$ cat config.mk
export PLATFORM = sky130hd
export DESIGN_NAME = bfg_div
export DESIGN_NICKNAME = d
export VERILOG_FILES = /design/src/design/bfg_pkg.sv /design/src/design/bfg_div.sv
export SDC_FILE = /design/constraint.sdc
export NUM_CORES = 1
export LEC_CHECK = 0
export BUFFER_PORTS_ARGS = -buffer_cell sky130_fd_sc_hd__buf_2
export CAP_MARGIN = 15
export CORE_MARGIN = 1.5
export CORE_UTILIZATION = 45
export CTS_CLUSTER_DIAMETER = 120
export DETAILED_ROUTE_END_ITERATION = 8
export GPL_ROUTABILITY_DRIVEN = 0
export HOLD_SLACK_MARGIN = 0.1
export PLACE_DENSITY = 0.77
export SLEW_MARGIN = 20
export SYNTH_ARGS = -nofsm -noshare
export SYNTH_HDL_FRONTEND = slang
export SYNTH_SLANG_ARGS = --single-unit
$ cat constraint.sdc
create_clock -name clock -period 5.41 [get_ports clock]
set_clock_uncertainty 0.2 [all_clocks]
set_input_delay 0.2705 -clock clock [delete_from_list [all_inputs] [get_ports clock]]
set_output_delay 0.2705 -clock clock [all_outputs]
set_load 0.01 [all_outputs]
$ cat src/design/bfg_pkg.sv
// shared constants, types and weight table builders for the bilateral filter
package bfg_pkg;

   localparam int DefWindowRadius = 4;
   localparam int DefMaxWidth     = 1024;
   localparam int DefWeightBits   = 16;
   localparam int MaxWeightBits   = 24;
   localparam int PixelBits       = 8;
   localparam int MaxHeight       = 4096;
   localparam int RowBits         = 12;
   localparam int LineWidthBits   = 11;
   localparam int FrameHeightBits = 13;
   localparam int CsrDataBits     = 13;
   localparam int SpatDen         = 8;
   localparam int RangeDen        = 1250;
   localparam int SpatEntries     = 128;
   localparam int RangeEntries    = 256;
   localparam int ExpTerms        = 20;
   localparam int QuotBits        = 8;
   localparam int DrainCycles     = 2;

   // register indexes of the configuration port
   typedef enum logic [0:0] {
      CSR_LINE_WIDTH   = 1'b0,
      CSR_FRAME_HEIGHT = 1'b1
   } csr_index_type;

   // control from the sequencer to every window cell
   typedef struct packed {
      logic shift_en;
      logic rot_en;
      logic calc_en;
      logic pass_en;
      logic clear;
   } cell_ctrl_type;

   // exp(-f) in q0.32 for f in [0,1), alternating series
   function automatic logic [63:0] exp_frac(logic [63:0] f);
      logic [63:0] term;
      longint      sum;
      term = 64'd1 << 32;
      sum  = longint'(64'd1 << 32);
      for (int k = 1; k <= ExpTerms; k++) begin
         term = ((term * f) >> 32) / 64'(k);
         if (k % 2 == 1) sum = sum - longint'(term);
         else sum = sum + longint'(term);
      end
      return 64'(sum);
   endfunction

   // apply whole units of exp(-1) and round to wb fraction bits
   function automatic logic [63:0] weight_scale(int whole, logic [63:0] x_in, int wb);
      logic [63:0] s;
      logic [63:0] e1;
      logic [63:0] x;
      logic [63:0] maxw;
      s    = exp_frac(64'd1 << 31);
      e1   = (s * s) >> 32;
      x    = x_in;
      maxw = (64'd1 << wb) - 64'd1;
      for (int i = 0; i < whole; i++) begin
         x = (x * e1) >> 32;
      end
      x = (x + (64'd1 << (31 - wb))) >> (32 - wb);
      return (x > maxw) ? maxw : x;
   endfunction

   // spatial weights indexed by dy*dy+dx*dx
   function automatic logic [SpatEntries*MaxWeightBits-1:0] spat_table(int wb);
      logic [SpatEntries*MaxWeightBits-1:0] t;
      logic [63:0] rem;
      t = '0;
      for (int n = 0; n < SpatEntries; n++) begin
         rem = 64'(n % SpatDen);
         t[n*MaxWeightBits +: MaxWeightBits] = MaxWeightBits'(
            weight_scale(n / SpatDen, exp_frac((rem << 32) / SpatDen), wb));
      end
      return t;
   endfunction

   // range weights indexed by absolute intensity difference
   function automatic logic [RangeEntries*MaxWeightBits-1:0] range_table(int wb);
      logic [RangeEntries*MaxWeightBits-1:0] t;
      logic [63:0] rem;
      int          n;
      t = '0;
      for (int d = 0; d < RangeEntries; d++) begin
         n   = d * d;
         rem = 64'(n % RangeDen);
         t[d*MaxWeightBits +: MaxWeightBits] = MaxWeightBits'(
            weight_scale(n / RangeDen, exp_frac((rem << 32) / RangeDen), wb));
      end
      return t;
   endfunction

endpackage

$ cat src/design/bfg_div.sv
// restoring divider, one quotient bit per cycle
module bfg_div #(
   parameter int AW = 31,
   parameter int NW = 23
) (
   input  logic                         clock,
   input  logic                         reset,
   input  logic                         start,
   input  logic [AW-1:0]                dividend,
   input  logic [NW-1:0]                divisor,
   output logic                         done,
   output logic [bfg_pkg::QuotBits-1:0] quotient
);
   import bfg_pkg::*;

   localparam int Bw = $clog2(QuotBits);

   logic [AW-1:0]       rem_ff;
   logic [NW-1:0]       den_ff;
   logic [QuotBits-1:0] q_ff;
   logic [Bw-1:0]       bit_ff;
   logic                run_ff, done_ff;
   logic [AW-1:0]       trial;

   assign trial = AW'(den_ff) << bit_ff;

   // control
   always_ff @(posedge clock) begin
      if (reset) begin
         run_ff  <= 1'b0;
         done_ff <= 1'b0;
      end else begin
         done_ff <= run_ff && (bit_ff == '0);
         if (start) run_ff <= 1'b1;
         else if (run_ff && (bit_ff == '0)) run_ff <= 1'b0;
      end
   end

   // datapath
   always_ff @(posedge clock) begin
      if (start) begin
         rem_ff <= dividend;
         den_ff <= divisor;
         q_ff   <= '0;
         bit_ff <= Bw'(QuotBits - 1);
      end else if (run_ff) begin
         if (rem_ff >= trial) begin
            rem_ff       <= rem_ff - trial;
            q_ff[bit_ff] <= 1'b1;
         end
         bit_ff <= bit_ff - 1'b1;
      end
   end

   assign done     = done_ff;
   assign quotient = q_ff;

   a_done_after_run: assert property (@(posedge clock) disable iff (reset)
      done_ff |-> $past(run_ff)) else $error("divider done without a run");
   a_no_restart: assert property (@(posedge clock) disable iff (reset)
      (run_ff && bit_ff != '0) |=> run_ff) else $error("divider stopped early");
   a_done_pulse: assert property (@(posedge clock) disable iff (reset)
      done_ff |=> !done_ff) else $error("divider done longer than one cycle");

endmodule

==> impl_metrics.env <==
export IMPL_grt_total_usage_pct=23.4
export IMPL_fillers=951
export IMPL_finalHoldViolCount=0
export IMPL_antenna_found_initial=0
export IMPL_min_path_type="in -> reg"
export IMPL_netlist_area_um2=4950
export IMPL_post_cts_buffers=0
export IMPL_final_cell_count_no_fill=751
export IMPL_ios=66
export IMPL_crit_chain="mux2i_1 > nand2_1 > o21ai_0 > o22a_1 > ha_1 > nand2_1 > or2_4 > or4_4 > nor4_2 > a211oi_1 > a21boi_2 > nor2_2 > nand2_1 > buf_4"
export IMPL_cts_resized_gates=0
export IMPL_numCtsBuffers=9
export IMPL_fin_total_pwr_mw=2.45
export IMPL_port_buffers=65
export IMPL_crit_fanout=31
export IMPL_post_dp_cell_area_um2=5380
export IMPL_ir_worst_vdd_uv=165
export IMPL_grt_pass1_wl_mm=21.0
export IMPL_synth_seq_cells=67
export IMPL_tritoncts="done"
export IMPL_slowest_stage="dfxtp_1"
export IMPL_worst_path_buf_inv=1
export IMPL_drv_slew=0
export IMPL_clkTransAtPathRegs_ns=0.07
export IMPL_syn_to_final_growth_pct=23.1
export IMPL_hold_ws_ns=0.106
export IMPL_grtUsageMet3_pct=4.18
export IMPL_fin_area_um2=6090
export IMPL_clock_latency_ns=0.37
export IMPL_multi_input_area_um2=2910
export IMPL_max_freq_ghz=0.210
export IMPL_post_place_ws_ns=0.698
export IMPL_maxCapViolCount=0
export IMPL_synth_edf_count=54
export IMPL_antenna_left=0
export IMPL_vias=4398
export IMPL_holdPathStages=4
export IMPL_root_buffer="clkbuf_8"
export IMPL_core_rowCount=38
export IMPL_crit_required_ns=5.23
export IMPL_cp_common_cell="nand2_1"
export IMPL_setup_ws_ns=0.656
export IMPL_period_share_pct=87.9
export IMPL_min_period_ns=4.75
export IMPL_grt_start_max_net_pins=98
export IMPL_grt_ovfl_total=0
export IMPL_wl_per_cell_um=17.2
export IMPL_critPathLaunchType="flip-flop"
export IMPL_synth_main_ff_cell="edfxtp_1"
export IMPL_yosysWarnings=0
export IMPL_grt_busiest_layer="met2"
export IMPL_die_height_um=108
export IMPL_crit_path_end_kind="flip-flop"
export IMPL_die_width_um=108
export IMPL_critical_path_max_stage_delay_ns=1.00
export IMPL_initial_core_util_pct=45.9
export IMPL_num_antenna_cells=0
export IMPL_rsz0062_at_grt="false"
export IMPL_syn_inst=502
export IMPL_seq_area_frac_synth_pct=38.0
export IMPL_finalSetupTns_ns=0
export IMPL_path_class="reg -> reg"
export IMPL_drc=0
export IMPL_async_flop_share_pct=0
export IMPL_relSlewSlack_pct=31.1
export IMPL_r2r_worst_path_cells=14
export IMPL_leakage_nw=2.59
export IMPL_final_common_cell="nand2_1"
export IMPL_synth_distinct_cells=66
export IMPL_crit_arrival_ns=4.57
export IMPL_tightestPinTransition_ns=1.03
export IMPL_drt_pass1_iterations=5
export IMPL_cts_buffer_depth=2
export IMPL_first_iter_violations=315
export IMPL_post_place_cells=683
export IMPL_critical_path_top_delay_family="simple AND/OR/NAND/NOR gates"
export IMPL_syn_nets=592
export IMPL_die_area_um2=11600
export IMPL_critical_path_depth=14
export IMPL_wl_mm=12.9
export IMPL_regArea_um2=1880
export IMPL_layout_drive_gt1_share_pct=19.5
export IMPL_layout_common_cells="nand2_1, buf_2, edfxtp_1"
export IMPL_met2_usage_pct=39.4
export IMPL_coreArea_um2=10800
export IMPL_powerDensity_nw_per_um2=403
export IMPL_finalSetupViolCount=0
export IMPL_final_nets=696
export IMPL_status="complete, no violations"
export IMPL_synth_area_per_cell_um2=9.86
export IMPL_clock_sinks=67
export IMPL_use_met1_pct=30.5
export IMPL_viasPerCell=5.86
export IMPL_dp_hpwl_mm=9.08
export IMPL_final_util_pct=56.5
export IMPL_grt_pass1_vias=4301
export IMPL_cts_htree_levels=3
-- synthesized netlist by cell type, types with 4 or more instances --
| cell type | instances | area share [%] |
|---|---|---|
| a21o_1 | 19 | 2.9 |
| nor2b_1 | 7 | 0.88 |
| nand3_1 | 14 | 1.4 |
| a211oi_1 | 7 | 1.1 |
| o21ai_1 | 5 | 0.51 |
| nand2_1 | 78 | 5.9 |
| xor2_1 | 8 | 1.4 |
| o21a_1 | 4 | 0.61 |
| ha_1 | 32 | 8.1 |
| nor3_1 | 5 | 0.51 |
| edfxtp_1 | 54 | 33 |
| mux2_2 | 5 | 1.1 |
| inv_1 | 10 | 0.76 |
| nor2_1 | 14 | 1.1 |
| o21ai_0 | 37 | 3.7 |
| clkbuf_1 | 23 | 1.7 |
| mux2i_1 | 22 | 4.4 |
| a21oi_1 | 34 | 3.4 |
| dfxtp_1 | 13 | 5.3 |
| o21bai_1 | 5 | 0.76 |
| buf_2 | 4 | 0.40 |
| mux4_2 | 13 | 5.9 |
| and3_1 | 8 | 1.0 |
| a31oi_1 | 5 | 0.63 |
| xnor2_1 | 16 | 2.8 |
-- registers in the layout (all words and copies together) (netlist names) --
register and flops:
bit_ff 3, den_ff 23, done 1, quotient 8, rem_ff 31, run_ff 1
-- cells by family (layout without fill, tap and decap cells) --
logic type                 count (synthesis)  after routing  share of synthesized area (%)
AOI/OAI and AO/OA                        149            149                           20.2
and+or+nand+nor                          149            149                           14.4
DFF                                       67             67                           38.0
muxes                                     40             40                           11.5
buffers and inverters                     40            149                           3.13
adders and majority gates                 33             33                           8.49
xor gates and xnor gates                  24             24                           4.25
-- worst reg2reg max path, cell delays in order (launching register included) --
cell      delay [ns]
dfxtp_1         1.00
mux2i_1         0.29
nand2_1         0.13
o21ai_0         0.13
o22a_1          0.29
ha_1            0.36
nand2_1         0.08
or2_4           0.26
or4_4           0.52
nor4_2          0.23
a211oi_1        0.12
a21boi_2        0.22
nor2_2          0.10
nand2_1         0.08
buf_4           0.40
-- power breakdown --
group | internal (mW) | leakage, nW | switching, mW
clock network | 0.226 | 0.0966 | 0.207
logic | 0.540 | 1.85 | 0.706
registers | 0.703 | 0.645 | 0.0718
-- layout make-up --
class	instances	area share, %
clock buffers	12	2.38
clock inverters	4	0.842
inverters	11	0.677
multi-input cells	395	47.8
flip-flops and latches	67	30.9
well taps	140	2.87
repair buffers	122	14.5
-- path summary, 6_finish.rpt --
kind	from	endpoint	slack, ns
worst max-delay path	bit_ff[1]	rem_ff[15]	0.66
worst min-delay path	dividend[28]	rem_ff[28]	0.11
worst max register to register	bit_ff[1]	rem_ff[15]	0.66
worst min register to register	quotient[3]	quotient[3]	0.26
-- routing by layer --
metal  vias to the layer above  wire length (µm)
met4                         0               247
met5                         -                 0
met1                      2069              5590
met2                       204              6200
met3                        24               896
li1                       2101                 -
-- what timing repair did --
item	CTS	global route
endpoints found under the hold margin	53	0
hold buffers	52	0
endpoints found under the setup margin	0	0
Note: power is estimated with default switching activity, not from simulation.
