<file path="src/design/bfg_pkg.sv">
// shared constants, types and weight table builders for the bilateral filter
package bfg_pkg;

   localparam int DefWindowRadius = 4;
   localparam int DefMaxWidth     = 1024;
   localparam int DefWeightBits   = 16;
   localparam int MaxWeightBits   = 24;
   localparam int PixelBits       = 8;
   localparam int MaxHeight       = 4096;
   localparam int RowBits         = 12;
   localparam int LineWidthBits   = 11;
   localparam int FrameHeightBits = 13;
   localparam int CsrDataBits     = 13;
   localparam int SpatDen         = 8;
   localparam int RangeDen        = 1250;
   localparam int SpatEntries     = 128;
   localparam int RangeEntries    = 256;
   localparam int ExpTerms        = 20;
   localparam int QuotBits        = 8;
   localparam int DrainCycles     = 2;

   // register indexes of the configuration port
   typedef enum logic [0:0] {
      CSR_LINE_WIDTH   = 1'b0,
      CSR_FRAME_HEIGHT = 1'b1
   } csr_index_type;

   // control from the sequencer to every window cell
   typedef struct packed {
      logic shift_en;
      logic rot_en;
      logic calc_en;
      logic pass_en;
      logic clear;
   } cell_ctrl_type;

   // exp(-f) in q0.32 for f in [0,1), alternating series
   function automatic logic [63:0] exp_frac(logic [63:0] f);
      logic [63:0] term;
      longint      sum;
      term = 64'd1 << 32;
      sum  = longint'(64'd1 << 32);
      for (int k = 1; k <= ExpTerms; k++) begin
         term = ((term * f) >> 32) / 64'(k);
         if (k % 2 == 1) sum = sum - longint'(term);
         else sum = sum + longint'(term);
      end
      return 64'(sum);
   endfunction

   // apply whole units of exp(-1) and round to wb fraction bits
   function automatic logic [63:0] weight_scale(int whole, logic [63:0] x_in, int wb);
      logic [63:0] s;
      logic [63:0] e1;
      logic [63:0] x;
      logic [63:0] maxw;
      s    = exp_frac(64'd1 << 31);
      e1   = (s * s) >> 32;
      x    = x_in;
      maxw = (64'd1 << wb) - 64'd1;
      for (int i = 0; i < whole; i++) begin
         x = (x * e1) >> 32;
      end
      x = (x + (64'd1 << (31 - wb))) >> (32 - wb);
      return (x > maxw) ? maxw : x;
   endfunction

   // spatial weights indexed by dy*dy+dx*dx
   function automatic logic [SpatEntries*MaxWeightBits-1:0] spat_table(int wb);
      logic [SpatEntries*MaxWeightBits-1:0] t;
      logic [63:0] rem;
      t = '0;
      for (int n = 0; n < SpatEntries; n++) begin
         rem = 64'(n % SpatDen);
         t[n*MaxWeightBits +: MaxWeightBits] = MaxWeightBits'(
            weight_scale(n / SpatDen, exp_frac((rem << 32) / SpatDen), wb));
      end
      return t;
   endfunction

   // range weights indexed by absolute intensity difference
   function automatic logic [RangeEntries*MaxWeightBits-1:0] range_table(int wb);
      logic [RangeEntries*MaxWeightBits-1:0] t;
      logic [63:0] rem;
      int          n;
      t = '0;
      for (int d = 0; d < RangeEntries; d++) begin
         n   = d * d;
         rem = 64'(n % RangeDen);
         t[d*MaxWeightBits +: MaxWeightBits] = MaxWeightBits'(
            weight_scale(n / RangeDen, exp_frac((rem << 32) / RangeDen), wb));
      end
      return t;
   endfunction

endpackage

</file>
<file path="src/design/bfg_cell.sv">
// one window column: pixel registers, weight pipeline and partial sums
module bfg_cell #(
   parameter int WINDOW_RADIUS = bfg_pkg::DefWindowRadius,
   parameter int WEIGHT_BITS   = bfg_pkg::DefWeightBits,
   parameter int COL_IDX       = 0
) (
   input  logic                                   clock,
   input  logic                                   reset,
   input  bfg_pkg::cell_ctrl_type                 ctrl,
   input  logic [$clog2(2*WINDOW_RADIUS+1)-1:0]   row_idx,
   input  logic [7:0]                             centre,
   input  logic [(2*WINDOW_RADIUS+1)*8-1:0]       col_in,
   output logic [(2*WINDOW_RADIUS+1)*8-1:0]       col_out,
   input  logic [WEIGHT_BITS+8+$clog2((2*WINDOW_RADIUS+1)**2)-1:0] acc_in,
   output logic [WEIGHT_BITS+8+$clog2((2*WINDOW_RADIUS+1)**2)-1:0] acc_out,
   input  logic [WEIGHT_BITS+$clog2((2*WINDOW_RADIUS+1)**2)-1:0]   norm_in,
   output logic [WEIGHT_BITS+$clog2((2*WINDOW_RADIUS+1)**2)-1:0]   norm_out
);
   import bfg_pkg::*;

   localparam int Win = 2 * WINDOW_RADIUS + 1;
   localparam int Sb  = $clog2(Win * Win);
   localparam int Aw  = WEIGHT_BITS + 8 + Sb;
   localparam int Nw  = WEIGHT_BITS + Sb;
   localparam int Ri  = $clog2(Win);
   localparam int Dx  = (COL_IDX > WINDOW_RADIUS) ? COL_IDX - WINDOW_RADIUS
                                                  : WINDOW_RADIUS - COL_IDX;
   localparam logic [SpatEntries*MaxWeightBits-1:0]  SpatTbl  = spat_table(WEIGHT_BITS);
   localparam logic [RangeEntries*MaxWeightBits-1:0] RangeTbl = range_table(WEIGHT_BITS);

   logic [7:0]             pix_ff [Win];
   logic [7:0]             v1_ff, v2_ff;
   logic [WEIGHT_BITS-1:0] ws1_ff, wr1_ff, w2_ff;
   logic                   vld1_ff, vld2_ff;
   logic [Aw-1:0]          acc_ff;
   logic [Nw-1:0]          norm_ff;
   logic [Ri-1:0]          dy;
   logic [6:0]             dy7;
   logic [6:0]             sidx;
   logic [7:0]             diff;
   logic [2*WEIGHT_BITS-1:0] prod;
   logic [WEIGHT_BITS+7:0] wv;

   // column shifts in from the right neighbor, or rotates up during the weight pass
   always_ff @(posedge clock) begin
      for (int i = 0; i < Win; i++) begin
         if (ctrl.shift_en) begin
            pix_ff[i] <= col_in[i*8 +: 8];
         end else if (ctrl.rot_en) begin
            pix_ff[i] <= pix_ff[(i + 1) % Win];
         end
      end
   end

   always_comb begin
      for (int i = 0; i < Win; i++) col_out[i*8 +: 8] = pix_ff[i];
   end

   // table indexes for the pixel at the top of the column
   assign dy   = (row_idx > Ri'(WINDOW_RADIUS)) ? row_idx - Ri'(WINDOW_RADIUS)
                                                : Ri'(WINDOW_RADIUS) - row_idx;
   assign dy7  = 7'(dy);
   assign sidx = dy7 * dy7 + 7'(Dx * Dx);
   assign diff = (pix_ff[0] > centre) ? pix_ff[0] - centre : centre - pix_ff[0];

   // stage 1: table lookups
   always_ff @(posedge clock) begin
      v1_ff  <= pix_ff[0];
      ws1_ff <= SpatTbl[sidx*MaxWeightBits +: WEIGHT_BITS];
      wr1_ff <= RangeTbl[diff*MaxWeightBits +: WEIGHT_BITS];
   end

   // stage 2: combined weight
   assign prod = ws1_ff * wr1_ff;
   always_ff @(posedge clock) begin
      w2_ff <= prod[2*WEIGHT_BITS-1:WEIGHT_BITS];
      v2_ff <= v1_ff;
   end

   always_ff @(posedge clock) begin
      if (reset) begin
         vld1_ff <= 1'b0;
         vld2_ff <= 1'b0;
      end else begin
         vld1_ff <= ctrl.calc_en;
         vld2_ff <= vld1_ff;
      end
   end

   // stage 3: partial sums, then shifted out toward cell 0
   assign wv = w2_ff * v2_ff;
   always_ff @(posedge clock) begin
      if (ctrl.clear) begin
         acc_ff  <= '0;
         norm_ff <= '0;
      end else if (ctrl.pass_en) begin
         acc_ff  <= acc_in;
         norm_ff <= norm_in;
      end else if (vld2_ff) begin
         acc_ff  <= acc_ff + Aw'(wv);
         norm_ff <= norm_ff + Nw'(w2_ff);
      end
   end

   assign acc_out  = acc_ff;
   assign norm_out = norm_ff;

endmodule

</file>
<file path="config.mk">
export PLATFORM = sky130hd
export DESIGN_NAME = bfg_cell
export DESIGN_NICKNAME = d
export VERILOG_FILES = /design/src/design/bfg_pkg.sv /design/src/design/bfg_cell.sv
export SDC_FILE = /design/constraint.sdc
export NUM_CORES = 1
export LEC_CHECK = 0
export BUFFER_PORTS_ARGS = -buffer_cell sky130_fd_sc_hd__buf_4
export CAP_MARGIN = 20
export CORE_ASPECT_RATIO = 1.25
export CORE_MARGIN = 2
export CORE_UTILIZATION = 50
export CTS_BUF_LIST = sky130_fd_sc_hd__clkbuf_8 sky130_fd_sc_hd__clkbuf_16
export DETAILED_ROUTE_END_ITERATION = 8
export PLACE_DENSITY_LB_ADDON = 0.2
export SLEW_MARGIN = 20
export SYNTH_ARGS = -nofsm -noshare
export SYNTH_HDL_FRONTEND = slang
export SYNTH_SLANG_ARGS = --single-unit
</file>
<file path="constraint.sdc">
create_clock -name clock -period 6.7 [get_ports clock]
set_input_delay 1.34 -clock clock [delete_from_list [all_inputs] [get_ports clock]]
set_output_delay 1.34 -clock clock [all_outputs]
set_load 0.05 [all_outputs]
</file>
==> summary.txt <==
Run status
  • Run status: finished, final reports clean

Clocking
  • CTS H-tree depth: 4
  • Clock transition at the registers of the reported paths: around 0.08 ns
  • Clk root buf: sky130_fd_sc_hd__clkbuf_16
  • Count of hold buffers inserted by post-cts repair: 0
  • Cts bufs inserted: 17
  • CTS sink count: approximately 190
  • Post-CTS Setup Bufs: 0
  • TritonCTS clock tree: yes
  • Later-pin clock latency in the skew report: 0.48 ns
  • Bufs on Longest Clock Path: 2
  • Post-CTS resize count: 0

Power
  • PwrDens: between 400 and 500 nW/um2
  • Part of the power in combinational logic: between 70% and 80%
  • Int Pwr: around 5.5 mW
  • Part of the total power dissipated in the clock network: about a tenth
  • Switching power of the nets: ~6.2 mW
  • Switching share of power: ~53%
  • Static Leakage: 12.79 nW
  • Register share of total power: around 17%
  • Maximum VDD drop: 300.0 uV

Worst setup path
  • Data arrival time of the worst path: 6.69 ns
  • Required @ worst endpoint: approximately 7.1 ns
  • Crit-path most repeated cell: sky130_fd_sc_hd__fa_1
  • Start point of the critical path: ws1_ff[13]$_DFF_P_
  • Dominant delay contributor by cell family on the critical path: adder cells
  • Worst r2r src: ws1_ff[13]$_DFF_P_
  • Crit path buffers/inverters: 5
  • Total number of cells along the worst setup path: 22
  • Critical path type: flip-flop to flip-flop
  • Sequence of cells on the critical path: and2_1, fa_1, inv_1, fa_1, inv_1, fa_1, fa_1, fa_1, inv_1, fa_1, inv_1, ha_1, a21oi_1, o21ai_0, nor2_1, a31oi_1, buf_4, o21ai_0, a31oi_1, a211o_1, a21oi_1, xnor2_1
  • Worst r2r path cells: 22
  • Crit path capture: w2_ff[15]$_DFF_P_
  • Type of element capturing the critical path: flip-flop
  • Critical-path maximum fanout: 16
  • R2R Path End: w2_ff[15]$_DFF_P_
  • Worst stage delay on the critical path: approximately 0.70 ns
  • Type of element launching the critical path: flip-flop
  • Register-to-Register Setup Slack: about 0.42 ns
  • Highest-delay cell along the critical path: sky130_fd_sc_hd__dfxtp_1

Logic synthesis
  • Async set-reset flop share out of synthesis: 0%
  • Avg Cell Area, Syn: ~8.8 um2
  • Synthesized instance count: ~2800
  • Ys flop type: sky130_fd_sc_hd__dfxtp_1
  • Leading post-synthesis cells by cell area: sky130_fd_sc_hd__fa_1, sky130_fd_sc_hd__ha_1, sky130_fd_sc_hd__dfxtp_1, sky130_fd_sc_hd__edfxtp_1, sky130_fd_sc_hd__inv_1
  • Synthesized netlist net count: about 3400
  • Most frequent cell after synthesis: sky130_fd_sc_hd__inv_1
  • Number of synthesis warnings: 0
  • Cell Area, Synth: roughly 24000 um2
  • Seq cells post-synth: ~190
  • Fraction of synthesized cell area taken by the top area cell type: between 20% and 30%
  • Synth unique cells: just under 90
  • Largest area contributor in the synthesized netlist: sky130_fd_sc_hd__fa_1
  • Number of synthesized flops with an enable pin: between 70 and 80
  • Most frequent cells after synthesis: sky130_fd_sc_hd__inv_1, sky130_fd_sc_hd__nand2_1, sky130_fd_sc_hd__fa_1, sky130_fd_sc_hd__ha_1, sky130_fd_sc_hd__and2_1
  • Sequential fraction of the synthesis area: 18.77%

STA
  • Relative slew margins: a little over a third
  • Number of hold violations in the final report: 0
  • Crit share post-route: a little over nine tenths
  • Setup skew after layout: 0.01729 ns
  • Final sum of negative setup slack: 0 ns
  • Final critical delay including setup and external delays: 6.284 ns
  • Tightest Pin Transition: approximately 0.96 ns
  • Achievable clock frequency: ~160 MHz
  • Number of setup violations in the final report: 0
  • Fin. max-slew vios: 0
  • Worst path setup slack after routing: around 0.42 ns
  • Setup repair after global routing missed its margin: no

Global route
  • Antenna violations before repair: 2
  • Wire length of the first global-routing pass: 108.3 mm
  • Maximum number of pins on one net before global-route repair: 73
  • Leftover overflow at the end of global routing: 0
  • Global-route usage over all layers: 26.54%
  • Vias in the first global route: between 20000 and 25000

Run
  • Maximum capacitance violations: 0

Drt
  • Ratio of routed vias to standard cells: 5.664
  • WL met1: 27.05 mm
  • Number of detailed-route iterations in the first pass: 6
  • Highest metal layer used by the detailed router: met4
  • Met2 Routed Length: ~34 mm
  • Total DRC errors in the routed layout: 0
  • Metal3 WL: approximately 3.4 mm
  • Violation count after the first detailed-route iteration: roughly 1400
  • Post-DRT Antenna Nets: 0
  • Vias after detailed routing: about 20000
  • Overall routed net length: about 67 mm
  • Routed length per instance: 18.44 um

Cells and area
  • Share of layout cells above drive strength 1: between 10% and 20%
  • Multi-input combinational cell area: around 18000 um2
  • Number of fill cells in the layout: about 4400
  • Post-route core utilization: between 50% and 60%
  • Area of all sequential standard cells: 4566 um2
  • NumNets Final: ~3600
  • Layout overhead on the synthesized area: 13.32%
  • Ant diodes: 0

Hold path
  • Hold/Removal Path Class: flip-flop to flip-flop

Die
  • Number of standard-cell rows in the floorplan: 90
  • Die outline width: approximately 200 um
  • Die Area: 50420 um2
  • Initial standard-cell utilization of the core: approximately 50%
  • Die extent in y: roughly 250 um
  • Placeable core area: approximately 48000 um2
  • Top Ports: ~270

Placed design
  • RD Place Congestion: between 0.9 and 1
  • Total half-perimeter wirelength after legalization and detailed placement: 52.82 mm
  • Post-place setup slack: around 0.44 ns
  • Count of buffers from port buffering: 270
-- routing by layer --
metal / global-route usage [%] / up-vias
met5: 0 / -
li1: - / 9523
met1: 32.87 / 10030
met3: 2.732 / 145
met2: 47.82 / 749
met4: 9.706 / 0
-- worst min-delay path by stage --
stage | startpoint | endpoint | slack [ns] | cells past startpoint
final | v1_ff[1]$_DFF_P_ | v2_ff[1]$_DFF_P_ | 0.33 | 0
after global routing | v1_ff[3]$_DFF_P_ | v2_ff[3]$_DFF_P_ | 0.35 | 0
after CTS | v1_ff[7]$_DFF_P_ | v2_ff[7]$_DFF_P_ | 0.33 | 0
after detailed placement | v1_ff[7]$_DFF_P_ | v2_ff[7]$_DFF_P_ | 0.31 | 0
after global placement | v1_ff[7]$_DFF_P_ | v2_ff[7]$_DFF_P_ | 0.31 | 0
after floorplan | v1_ff[0]$_DFF_P_ | v2_ff[0]$_DFF_P_ | 0.31 | 0
-- cell families after synthesis --
kind of cell / Yosys count / synth area share, %
mux: 91 / 4.127
flops: 192 / 18.77
buf+inv: 576 / 9.134
simple gates: 807 / 15.98
fa+ha+maj: 510 / 35.60
xor+xnor: 57 / 2.053
compound gates: 525 / 14.34
-- worst register-to-register path, delay by kind of cell, from the launching register on --
family | cells | cell delay, ns
xor gates and xnor gates | 1 | 0.13
DFF | 1 | 0.70
buffers and inverters | 5 | 0.43
AOI/OAI and AO/OA | 7 | 1.43
adders and majority gates | 7 | 3.11
and+or+nand+nor | 2 | 0.42
-- placed cells by master (no fill, tap or decap), drive strengths merged, types with 15 or more instances in the layout --
master	synthesis	routed
edfxtp	72	72
fa	303	303
clkbuf	98	17
mux2	74	74
a21o	22	22
ha	207	207
o21a	15	15
buf	37	312
nor2	140	140
o211ai	24	24
and3	19	19
inv	439	446
nand2	312	312
a31oi	31	31
dfxtp	120	120
a211oi	33	33
or3	15	15
a21oi	152	152
nor2b	19	19
and2	178	178
xnor2	38	38
xor2	19	19
nand3	32	32
o21ai	106	106
nor3	42	42
mux2i	17	17
a311oi	20	20
-- final cells by class --
cell class / count / share of cell area, %
Sequential cell: 192 / 16.57
Timing Repair Buffer: 312 / 8.501
Inverter: 441 / 6.008
Clock buffer: 17 / 1.544
Clock inverter: 15 / 0.7175
Multi-Input combinational cell: 1990 / 63.74
Tap cell: 644 / 2.924
-- metrics by stage --
stage          total power [mW]  instance area [um2]  hold WS, ns  cells
6_report                  11.71                27550       0.3302   3611
5_1_grt                   12.99                27550       0.3461   3611
3_5_place_dp              10.53                26930       0.3121   3579
2_1_floorplan             8.324                24310       0.3096   2758
4_1_cts                   11.71                27550       0.3309   3611
3_3_place_gp              10.28                26930       0.3103   3579
-- power by group through the flow --
stage	Clock [mW]	Combinational [mW]	Sequential [mW]
after global placement	0	8.31	1.97
after floorplan	0	6.43	1.89
after global routing	1.16	9.82	2.01
after CTS	1.12	8.64	1.96
final	1.10	8.64	1.97
after detailed placement	0	8.55	1.98
-- flip-flops by register name (all words and copies together), names as in the netlist --
signal / flops
vld2_ff: 1
pix_ff: 72
w2_ff: 16
v1_ff: 8
vld1_ff: 1
v2_ff: 8
ws1_ff: 16
acc_out: 31
norm_out: 23
wr1_ff: 16
Power figures use the tool's default switching activity.
